`config.mk`:
```
export PLATFORM = sky130hd
export DESIGN_NAME = linear_least_squares_fit
export DESIGN_NICKNAME = d
export VERILOG_FILES = /design/src/design/llsf_pkg.sv /design/src/design/llsf_fit_engine.sv /design/src/design/linear_least_squares_fit.sv
export SDC_FILE = /design/constraint.sdc
export NUM_CORES = 2
export LEC_CHECK = 0
export BUFFER_PORTS_ARGS = -buffer_cell sky130_fd_sc_hd__buf_2
export CAP_MARGIN = 20
export CORE_MARGIN = 2
export CORE_UTILIZATION = 45
export DETAILED_ROUTE_END_ITERATION = 8
export SYNTH_ARGS = -nofsm -noshare
export SYNTH_HDL_FRONTEND = slang
export SYNTH_SLANG_ARGS = --single-unit
```
`constraint.sdc`:
```
create_clock -name clk_i -period 16.55 [get_ports clk_i]
set_input_delay 1.655 -clock clk_i [delete_from_list [all_inputs] [get_ports clk_i]]
set_output_delay 1.655 -clock clk_i [all_outputs]
set_load 0.01 [all_outputs]
```
`src/design/llsf_pkg.sv`:
```
// shared types and constants of the least-squares line fit
package llsf_pkg;

  // fraction bits of the incoming sample coordinates
  localparam int IN_FRAC_BITS = 8;

  // width of the slope and intercept results
  localparam int RES_W = 32;

  // running quotient: wide enough to hold the clamp value and detect saturation
  localparam int QUOT_W = 34;
  localparam logic [QUOT_W-1:0] QUOT_CAP = 34'h2_0000_0000;
  localparam logic [QUOT_W-1:0] QUOT_POS_LIM = 34'h0_7FFF_FFFF;
  localparam logic [QUOT_W-1:0] QUOT_NEG_LIM = 34'h0_8000_0000;

  // status and results handed from the fit engine to the top level
  typedef struct packed {
    logic             done;
    logic             degenerate;
    logic [RES_W-1:0] slope;
    logic [RES_W-1:0] intercept;
  } fit_res_t;

endpackage

```
`src/design/llsf_fit_engine.sv`:
```
// fit engine: serial multiply-accumulate and restoring divide on one shared adder
module llsf_fit_engine #(
  parameter int CNT_W            = 13,
  parameter int SX_W             = 29,
  parameter int SQ_W             = 45,
  parameter int RESULT_FRAC_BITS = 16
) (
  input  logic                   clk_i,
  input  logic                   rst_ni,
  input  logic                   start_i,
  input  logic [CNT_W-1:0]       cnt_i,
  input  logic signed [SX_W-1:0] sx_i,
  input  logic signed [SX_W-1:0] sy_i,
  input  logic signed [SQ_W-1:0] sxx_i,
  input  logic signed [SQ_W-1:0] sxy_i,
  output llsf_pkg::fit_res_t     res_o
);

  // numerator and denominator width, and the shared adder width
  localparam int NUM_W       = SQ_W + SX_W + 1;
  localparam int AW          = NUM_W + 1;
  localparam int SLOPE_ITERS = NUM_W + RESULT_FRAC_BITS;
  localparam int ICPT_ITERS  = NUM_W + RESULT_FRAC_BITS - llsf_pkg::IN_FRAC_BITS;
  localparam int ITER_W      = $clog2(SLOPE_ITERS + 1);
  localparam int QW          = llsf_pkg::QUOT_W;
  localparam int RW          = llsf_pkg::RES_W;

  typedef enum logic [2:0] {
    E_IDLE,
    E_LOAD,
    E_MAC,
    E_DIV,
    E_FIN
  } eng_state_e;

  // product terms in the order they are accumulated
  typedef enum logic [2:0] {
    TERM_N_SXX,
    TERM_SX_SX,
    TERM_N_SXY,
    TERM_SX_SY,
    TERM_SXX_SY,
    TERM_SX_SXY
  } term_e;

  eng_state_e           state_q;
  term_e                term_q;
  logic [AW-1:0]        acc_q;
  logic [AW-1:0]        mcand_q;
  logic [SX_W-1:0]      mplr_q;
  logic                 negop_q;
  logic [NUM_W-1:0]     den_q;
  logic [NUM_W-1:0]     dvd_q;
  logic [QW-1:0]        quot_q;
  logic                 qneg_q;
  logic [ITER_W-1:0]    iter_q;
  logic [RW-1:0]        slope_q;
  logic [RW-1:0]        icpt_q;
  logic                 degen_q;

  // operand selection for the current product term
  logic signed [SQ_W-1:0] mcand_sel;
  logic signed [SX_W-1:0] mplr_sel;
  logic                   term_sub;
  term_e                  term_nxt;
  logic [SX_W-1:0]        n_ext;

  assign n_ext = {{(SX_W-CNT_W){1'b0}}, cnt_i};

  always_comb begin
    mcand_sel = sxx_i;
    mplr_sel  = n_ext;
    term_sub  = 1'b0;
    term_nxt  = TERM_SX_SX;
    unique case (term_q)
      TERM_N_SXX: begin
        mcand_sel = sxx_i;
        mplr_sel  = n_ext;
        term_sub  = 1'b0;
        term_nxt  = TERM_SX_SX;
      end
      TERM_SX_SX: begin
        mcand_sel = {{(SQ_W-SX_W){sx_i[SX_W-1]}}, sx_i};
        mplr_sel  = sx_i;
        term_sub  = 1'b1;
        term_nxt  = TERM_N_SXY;
      end
      TERM_N_SXY: begin
        mcand_sel = sxy_i;
        mplr_sel  = n_ext;
        term_sub  = 1'b0;
        term_nxt  = TERM_SX_SY;
      end
      TERM_SX_SY: begin
        mcand_sel = {{(SQ_W-SX_W){sy_i[SX_W-1]}}, sy_i};
        mplr_sel  = sx_i;
        term_sub  = 1'b1;
        term_nxt  = TERM_SXX_SY;
      end
      TERM_SXX_SY: begin
        mcand_sel = sxx_i;
        mplr_sel  = sy_i;
        term_sub  = 1'b0;
        term_nxt  = TERM_SX_SXY;
      end
      TERM_SX_SXY: begin
        mcand_sel = sxy_i;
        mplr_sel  = sx_i;
        term_sub  = 1'b1;
        term_nxt  = TERM_N_SXX;
      end
      default: begin
        mcand_sel = sxx_i;
        mplr_sel  = n_ext;
        term_sub  = 1'b0;
        term_nxt  = TERM_N_SXX;
      end
    endcase
  end

  // shared adder: accumulate in multiply steps, trial subtract in divide steps
  logic [AW-1:0] rem_sh;
  logic [AW-1:0] op_a;
  logic [AW-1:0] op_b;
  logic          op_sub;
  logic [AW-1:0] add_sum;

  assign rem_sh = {acc_q[AW-2:0], dvd_q[NUM_W-1]};

  always_comb begin
    op_a   = acc_q;
    op_b   = '0;
    op_sub = 1'b0;
    case (state_q)
      E_MAC: begin
        op_a   = acc_q;
        op_b   = mcand_q;
        op_sub = negop_q;
      end
      E_DIV: begin
        op_a   = rem_sh;
        op_b   = {1'b0, den_q};
        op_sub = 1'b1;
      end
      default: begin
        op_a   = acc_q;
        op_b   = '0;
        op_sub = 1'b0;
      end
    endcase
  end

  assign add_sum = op_a + (op_b ^ {AW{op_sub}}) + {{(AW-1){1'b0}}, op_sub};

  // magnitudes for loading the multiplier and the dividend
  logic [SX_W-1:0] mplr_mag;
  logic [AW-1:0]   acc_mag;
  logic            acc_nonpos;

  assign mplr_mag   = mplr_sel[SX_W-1] ? (~mplr_sel + 1'b1) : mplr_sel;
  assign acc_mag    = acc_q[AW-1] ? (~acc_q + 1'b1) : acc_q;
  assign acc_nonpos = acc_q[AW-1] || (acc_q == '0);

  // quotient bit, clamped running quotient and final saturation
  logic          div_ge;
  logic [QW:0]   quot_wide;
  logic [QW-1:0] quot_nxt;
  logic [QW-1:0] quot_lim;
  logic [QW-1:0] quot_sat;
  logic [RW-1:0] quot_res;

  assign div_ge    = ~add_sum[AW-1];
  assign quot_wide = {quot_q, div_ge};
  assign quot_nxt  = (quot_wide > {1'b0, llsf_pkg::QUOT_CAP}) ? llsf_pkg::QUOT_CAP
                                                              : quot_wide[QW-1:0];
  assign quot_lim  = qneg_q ? llsf_pkg::QUOT_NEG_LIM : llsf_pkg::QUOT_POS_LIM;
  assign quot_sat  = (quot_q > quot_lim) ? quot_lim : quot_q;
  assign quot_res  = qneg_q ? (~quot_sat[RW-1:0] + 1'b1) : quot_sat[RW-1:0];

  // sequencer
  always_ff @(posedge clk_i or negedge rst_ni) begin
    if (!rst_ni) begin
      state_q <= E_IDLE;
      term_q  <= TERM_N_SXX;
      acc_q   <= '0;
      mcand_q <= '0;
      mplr_q  <= '0;
      negop_q <= 1'b0;
      den_q   <= '0;
      dvd_q   <= '0;
      quot_q  <= '0;
      qneg_q  <= 1'b0;
      iter_q  <= '0;
      slope_q <= '0;
      icpt_q  <= '0;
      degen_q <= 1'b0;
    end else begin
      unique case (state_q)
        E_IDLE: begin
          if (start_i) begin
            acc_q   <= '0;
            term_q  <= TERM_N_SXX;
            degen_q <= 1'b0;
            state_q <= E_LOAD;
          end
        end
        E_LOAD: begin
          mcand_q <= {{(AW-SQ_W){mcand_sel[SQ_W-1]}}, mcand_sel};
          mplr_q  <= mplr_mag;
          negop_q <= mplr_sel[SX_W-1] ^ term_sub;
          state_q <= E_MAC;
        end
        E_MAC: begin
          if (mplr_q != '0) begin
            if (mplr_q[0]) begin
              acc_q <= add_sum;
            end
            mcand_q <= {mcand_q[AW-2:0], 1'b0};
            mplr_q  <= {1'b0, mplr_q[SX_W-1:1]};
          end else begin
            case (term_q)
              TERM_SX_SX: begin
                // denominator complete: zero or negative means no fit
                den_q <= acc_q[NUM_W-1:0];
                if (acc_nonpos) begin
                  degen_q <= 1'b1;
                  slope_q <= '0;
                  icpt_q  <= '0;
                  state_q <= E_FIN;
                end else begin
                  acc_q   <= '0;
                  term_q  <= term_nxt;
                  state_q <= E_LOAD;
                end
              end
              TERM_SX_SY, TERM_SX_SXY: begin
                // numerator complete: start the long division
                qneg_q  <= acc_q[AW-1];
                dvd_q   <= acc_mag[NUM_W-1:0];
                acc_q   <= '0;
                quot_q  <= '0;
                iter_q  <= (term_q == TERM_SX_SY) ? ITER_W'(SLOPE_ITERS)
                                                  : ITER_W'(ICPT_ITERS);
                state_q <= E_DIV;
              end
              default: begin
                term_q  <= term_nxt;
                state_q <= E_LOAD;
              end
            endcase
          end
        end
        E_DIV: begin
          if (iter_q != '0) begin
            acc_q  <= div_ge ? add_sum : rem_sh;
            dvd_q  <= {dvd_q[NUM_W-2:0], 1'b0};
            quot_q <= quot_nxt;
            iter_q <= iter_q - 1'b1;
          end else if (term_q == TERM_SX_SY) begin
            slope_q <= quot_res;
            acc_q   <= '0;
            term_q  <= term_nxt;
            state_q <= E_LOAD;
          end else begin
            icpt_q  <= quot_res;
            state_q <= E_FIN;
          end
        end
        E_FIN: begin
          state_q <= E_IDLE;
        end
        default: begin
          state_q <= E_IDLE;
        end
      endcase
    end
  end

  assign res_o.done       = (state_q == E_FIN);
  assign res_o.degenerate = degen_q;
  assign res_o.slope      = slope_q;
  assign res_o.intercept  = icpt_q;

endmodule

```
`src/design/linear_least_squares_fit.sv`:
```
// streaming least-squares straight-line fit, top level
//
//  channel | direction | signals                                        | handshake
//  --------+-----------+------------------------------------------------+-----------------
//  in      | input     | x_sample_i, y_sample_i, last_i                 | in_valid_i/in_ready_o
//  out     | output    | slope_o, intercept_o, degenerate_o,            | out_valid_o/out_ready_i
//          |           | overflowed_o, points_used_o                    |
//
// A point passes capture, the x*x and x*y products and accumulation in turn;
// the next point is taken only after that. A point marked last then runs the fit
// in the shared adder of the engine: six serial products and two long divisions.
// Reset clears the sums and the count at once; no clearing pass is needed.
// A waiting result does not block the next set: points are taken again as soon
// as the result is in the output register, and a stalled output only holds a
// finished fit until the previous result has been taken.
module linear_least_squares_fit #(
  parameter int MAX_POINTS       = 4096,
  parameter int SAMPLE_WIDTH     = 16,
  parameter int RESULT_FRAC_BITS = 16
) (
  input  logic                                    clk_i,
  input  logic                                    rst_ni,
  input  logic                                    in_valid_i,
  output logic                                    in_ready_o,
  input  logic signed [SAMPLE_WIDTH-1:0]          x_sample_i,
  input  logic signed [SAMPLE_WIDTH-1:0]          y_sample_i,
  input  logic                                    last_i,
  output logic                                    out_valid_o,
  input  logic                                    out_ready_i,
  output logic signed [llsf_pkg::RES_W-1:0]       slope_o,
  output logic signed [llsf_pkg::RES_W-1:0]       intercept_o,
  output logic                                    degenerate_o,
  output logic                                    overflowed_o,
  output logic [$clog2(MAX_POINTS+1)-1:0]         points_used_o
);

  localparam int SW    = SAMPLE_WIDTH;
  localparam int CNT_W = $clog2(MAX_POINTS + 1);
  localparam int SX_W  = SW + CNT_W;
  localparam int SQ_W  = 2 * SW + CNT_W;
  localparam int PR_W  = 2 * SW;
  localparam int RW    = llsf_pkg::RES_W;

  typedef enum logic [2:0] {
    S_IDLE,
    S_PROD,
    S_ACC,
    S_FIT,
    S_DONE
  } top_state_e;

  top_state_e             state_q;
  logic signed [SW-1:0]   x_q;
  logic signed [SW-1:0]   y_q;
  logic                   last_q;
  logic signed [PR_W-1:0] xx_q;
  logic signed [PR_W-1:0] xy_q;
  logic [CNT_W-1:0]       cnt_q;
  logic signed [SX_W-1:0] sx_q;
  logic signed [SX_W-1:0] sy_q;
  logic signed [SQ_W-1:0] sxx_q;
  logic signed [SQ_W-1:0] sxy_q;
  logic                   cap_q;
  logic                   start_q;
  logic                   out_valid_q;
  logic [RW-1:0]          slope_q;
  logic [RW-1:0]          icpt_q;
  logic                   degen_q;
  logic                   ovf_q;
  logic [CNT_W-1:0]       used_q;

  llsf_pkg::fit_res_t     fit_res;

  // widened operands for the per-point products
  logic signed [PR_W-1:0] x_ext;
  logic signed [PR_W-1:0] y_ext;
  logic                   full;
  logic                   out_load;

  assign x_ext    = {{SW{x_q[SW-1]}}, x_q};
  assign y_ext    = {{SW{y_q[SW-1]}}, y_q};
  assign full     = (cnt_q == CNT_W'(MAX_POINTS));
  assign out_load = (state_q == S_DONE) && (!out_valid_q || out_ready_i);

  assign in_ready_o = (state_q == S_IDLE);

  // point capture, accumulation and result hand-off
  always_ff @(posedge clk_i or negedge rst_ni) begin
    if (!rst_ni) begin
      state_q     <= S_IDLE;
      x_q         <= '0;
      y_q         <= '0;
      last_q      <= 1'b0;
      xx_q        <= '0;
      xy_q        <= '0;
      cnt_q       <= '0;
      sx_q        <= '0;
      sy_q        <= '0;
      sxx_q       <= '0;
      sxy_q       <= '0;
      cap_q       <= 1'b0;
      start_q     <= 1'b0;
      out_valid_q <= 1'b0;
      slope_q     <= '0;
      icpt_q      <= '0;
      degen_q     <= 1'b0;
      ovf_q       <= 1'b0;
      used_q      <= '0;
    end else begin
      // engine start pulse when the last point is folded in
      start_q <= (state_q == S_ACC) && last_q;
      if (out_load) begin
        out_valid_q <= 1'b1;
      end else if (out_ready_i) begin
        out_valid_q <= 1'b0;
      end
      unique case (state_q)
        S_IDLE: begin
          if (in_valid_i) begin
            x_q     <= x_sample_i;
            y_q     <= y_sample_i;
            last_q  <= last_i;
            state_q <= S_PROD;
          end
        end
        S_PROD: begin
          xx_q    <= x_ext * x_ext;
          xy_q    <= x_ext * y_ext;
          state_q <= S_ACC;
        end
        S_ACC: begin
          // a point beyond capacity is dropped but may still close the set
          if (full) begin
            cap_q <= 1'b1;
          end else begin
            cnt_q <= cnt_q + 1'b1;
            sx_q  <= sx_q + {{CNT_W{x_q[SW-1]}}, x_q};
            sy_q  <= sy_q + {{CNT_W{y_q[SW-1]}}, y_q};
            sxx_q <= sxx_q + {{CNT_W{xx_q[PR_W-1]}}, xx_q};
            sxy_q <= sxy_q + {{CNT_W{xy_q[PR_W-1]}}, xy_q};
          end
          if (last_q) begin
            state_q <= S_FIT;
          end else begin
            state_q <= S_IDLE;
          end
        end
        S_FIT: begin
          if (fit_res.done) begin
            state_q <= S_DONE;
          end
        end
        S_DONE: begin
          // move the fit to the output register and clear for the next set
          if (out_load) begin
            slope_q <= fit_res.slope;
            icpt_q  <= fit_res.intercept;
            degen_q <= fit_res.degenerate;
            ovf_q   <= cap_q;
            used_q  <= cnt_q;
            cnt_q   <= '0;
            sx_q    <= '0;
            sy_q    <= '0;
            sxx_q   <= '0;
            sxy_q   <= '0;
            cap_q   <= 1'b0;
            state_q <= S_IDLE;
          end
        end
        default: begin
          state_q <= S_IDLE;
        end
      endcase
    end
  end

  // slope and intercept from the held sums
  llsf_fit_engine #(
    .CNT_W            (CNT_W),
    .SX_W             (SX_W),
    .SQ_W             (SQ_W),
    .RESULT_FRAC_BITS (RESULT_FRAC_BITS)
  ) u_engine (
    .clk_i   (clk_i),
    .rst_ni  (rst_ni),
    .start_i (start_q),
    .cnt_i   (cnt_q),
    .sx_i    (sx_q),
    .sy_i    (sy_q),
    .sxx_i   (sxx_q),
    .sxy_i   (sxy_q),
    .res_o   (fit_res)
  );

  assign out_valid_o   = out_valid_q;
  assign slope_o       = slope_q;
  assign intercept_o   = icpt_q;
  assign degenerate_o  = degen_q;
  assign overflowed_o  = ovf_q;
  assign points_used_o = used_q;

`ifndef SYNTH
  // the held count never passes capacity
  a_cnt_bound: assert property (@(posedge clk_i) disable iff (!rst_ni)
    cnt_q <= CNT_W'(MAX_POINTS))
    else $error("point count above capacity");

  // the engine only finishes while the top level waits for it
  a_done_in_fit: assert property (@(posedge clk_i) disable iff (!rst_ni)
    fit_res.done |-> state_q == S_FIT)
    else $error("fit finished outside the fit state");

  // a degenerate fit carries zero slope and intercept
  a_degen_zero: assert property (@(posedge clk_i) disable iff (!rst_ni)
    out_valid_o && degenerate_o |-> slope_o == '0 && intercept_o == '0)
    else $error("degenerate fit with non-zero results");

  // dropped points imply a full set
  a_ovf_full: assert property (@(posedge clk_i) disable iff (!rst_ni)
    out_valid_o && overflowed_o |-> points_used_o == CNT_W'(MAX_POINTS))
    else $error("overflow flagged below capacity");
`endif

endmodule
```
==> results.tsv <==
metric	value	unit
RSZ-0062 raised after global routing	no	
CP most frequent cell	fa_1	
Final Hold Fails	0	
largest net degree at the start of global routing	152	
Worst setup EP type	register	
num rows	144	
CTS hold repair buffers	0	
Pins Over Slew Limit	0	
vias per cell	5.66	
PostCTS Resize Cnt	0	
most common cell after layout, fill and taps aside	nand2_1	
min cycle time layout	7.68	ns
Final setup viols	0	
CP peak stage delay	0.96	ns
Post CTS Setup Buffer Count	0	
IO Pins	118	
synth warn	0	
Routed WL per cell	19.4	µm
outcome	complete, no violations	
critical-path cell list	inv_1 > nor2_1 > fa_1 > fa_1 > fa_1 > fa_1 > fa_1 > inv_1 > fa_1 > inv_1 > ha_1 > and4_1 > a221oi_1 > o21ai_0 > a21o_1 > a21oi_1 > xnor2_1 > mux2_2	
CTS Buf Count	99	
synth unique cells	95	
Crit Path Category	register to register	
Area Growth Syn to Fin	7.71	%
Clock Path Buffers	3	
syn nets	9188	
final global-route overflow total	0	
Max Clock Skew	0.0623	ns
vias in the first global route	57000	
FMAX	130	MHz
CTS H-tree lvls	3	
average cell area after synthesis	8.52	µm²
CP Buf/Inv Count	3	
fin util	48.9	%
clk sinks	787	
initial DRC count	4098	
Slew @ Worst Pin	1.10	ns
max-cap check violation count	0	
chip height	398	µm
Placed Instances	9932	
Antenna Nets Post-Route	0	
GP Congestion	0.900	
delay-heaviest family, CP	adder cells	
HP Class	register to register	
Post-synth top flop	dfrtp_1	
Async SR Flop Fraction	100	%
starting density of the core	45.4	%
clock-pin slew on the worst setup and hold paths	0.06	ns
Net count, final	8959	
Seq/Total Area, Yosys	28.1	%
post-route insts no fill	10100	
period utilization	46.4	%
CP max FO	17	
DR vias	57300	
Req. time, crit path	17.15	ns
Syn Inst Count	8221	
synthesized area	0.0700	mm²
Slowest-stage cell, CP	dfrtp_1	
Core Region	0.154	mm²
flops & latches, synth	787	
max-slew headroom at the worst pin	27.0	%
commonest non-fill, non-tap cells in the layout	nand2_1 (1,190), dfrtp_1 (781), inv_1 (762), o21ai_0 (554), a21oi_1 (504)	
setup TNS	0	ns
first-pass GRT wire length	320000	µm
Clock Latency Late Sink	0.74	ns
Horiz. Die Dim	398	µm
DRT Wirelength	197000	µm
minimum hold slack	0.464	ns
initial antenna violation count	6	
Tot GR Track Use	25.0	%
Arr. time, crit path	8.28	ns
DRC	0	
share of layout cells above drive strength 1	6.84	%
die area	0.159	mm²
Root Buffer	clkbuf_16	
fillers	14800	
EDFF count, synth	0	
critical path launch point type	register	
Port-buffer cells	117	
area of the multi-input gates	0.0455	mm²
post-DP HPWL	143000	µm
DRT Pass-1 Iters	5	
FF/Latch Area	0.0197	mm²
CTS tree	built	
-- per-stage QoR --
stage                     instance area, µm²  worst slack [ns]
after global placement                 71900              9.07
after detailed placement               71900              8.92
after global routing                   75400              8.47
after CTS                              75300              8.90
after floorplan                        70000              9.64
final                                  75400              8.87
-- layout make-up --
class	instances	share of cell area [%]
Multi-Input combinational cell	6131	60.3
Sequential cell	787	26.1
Inverter	766	3.81
Clock buffer	144	3.76
Tap cell	2044	3.39
Timing Repair Buffer	207	1.77
Clock inverter	36	0.790
Antenna cell	1	0.00332
-- worst paths after layout --
kind                                                 start                       to  slack, ns  depth (start not counted)
min reg2reg                u_engine.slope_q[6]$_DFFE_PN0P_   slope_o[6]$_DFFE_PN0P_       0.46                          2
max in group asynchronous                           rst_ni    sxx_q[40]$_DFFE_PN0P_      12.48                          4
min                        u_engine.slope_q[6]$_DFFE_PN0P_   slope_o[6]$_DFFE_PN0P_       0.46                          2
max                                    y_q[15]$_DFFE_PN0P_     xy_q[24]$_DFFE_PN0P_       8.87                         18
min in group asynchronous                           rst_ni  slope_o[16]$_DFFE_PN0P_       0.92                          1
max reg2reg                            y_q[15]$_DFFE_PN0P_     xy_q[24]$_DFFE_PN0P_       8.87                         18
-- Yosys cell counts (77+ instances only) --
cell	instances	area share [%]
a211oi_1	111	1.2
a21o_1	197	2.1
a21oi_1	505	3.6
a22oi_1	92	0.99
and2_1	186	1.7
clkbuf_1	472	2.5
dfrtp_1	787	28
fa_1	499	14
ha_1	431	7.7
inv_1	762	4.1
mux2_2	109	1.8
nand2_1	1193	6.4
nand3_1	177	1.3
nor2_1	502	2.7
o21ai_0	554	4.0
o21ai_1	118	0.84
o31ai_1	77	0.83
xnor2_1	186	2.3
xor2_1	270	3.4
-- kinds of logic after synthesis --
family	count (synthesis)	synth area share [%]
adders and majority gates	930	22.0
DFF	787	28.1
muxes	178	2.76
buffers and inverters	1303	7.07
and+or+nand+nor	2481	15.9
AOI/OAI and AO/OA	2086	18.4
xor gates and xnor gates	456	5.70
-- routing by layer --
| layer | wire (µm) | share of wire, % | global-route usage, % |
|---|---|---|---|
| met1 | 89200 | 45 | 34.6 |
| met2 | 93400 | 47 | 41.9 |
| met4 | 3920 | 2.0 | 6.11 |
| met5 | 57 | 0.029 | 0 |
| met3 | 10200 | 5.2 | 2.91 |
-- tightest hold or removal path, stage by stage (launching register included) --
cell     delay [ns]
dfrtp_1        0.34
nand2_1        0.05
nand2_1        0.04
-- sequential cells by signal, summed over array words and instances, names as in the netlist, 7 cells and up --
register and flops:
u_engine.acc_q 76, intercept_o 32, xx_q 31, points_used_o 13
xy_q 32, sxy_q 45, u_engine.den_q 75, cnt_q 13
sx_q 29, u_engine.icpt_q 32, u_engine.iter_q 7, y_q 16
u_engine.mplr_q 29, slope_o 32, u_engine.slope_q 32, sxx_q 45
u_engine.dvd_q 75, u_engine.mcand_q 76, x_q 16, sy_q 29
u_engine.quot_q 34
Power is left out: the tool's default activity adds up to more than one toggle a clock period on the data nets, which glitch-free logic cannot reach.
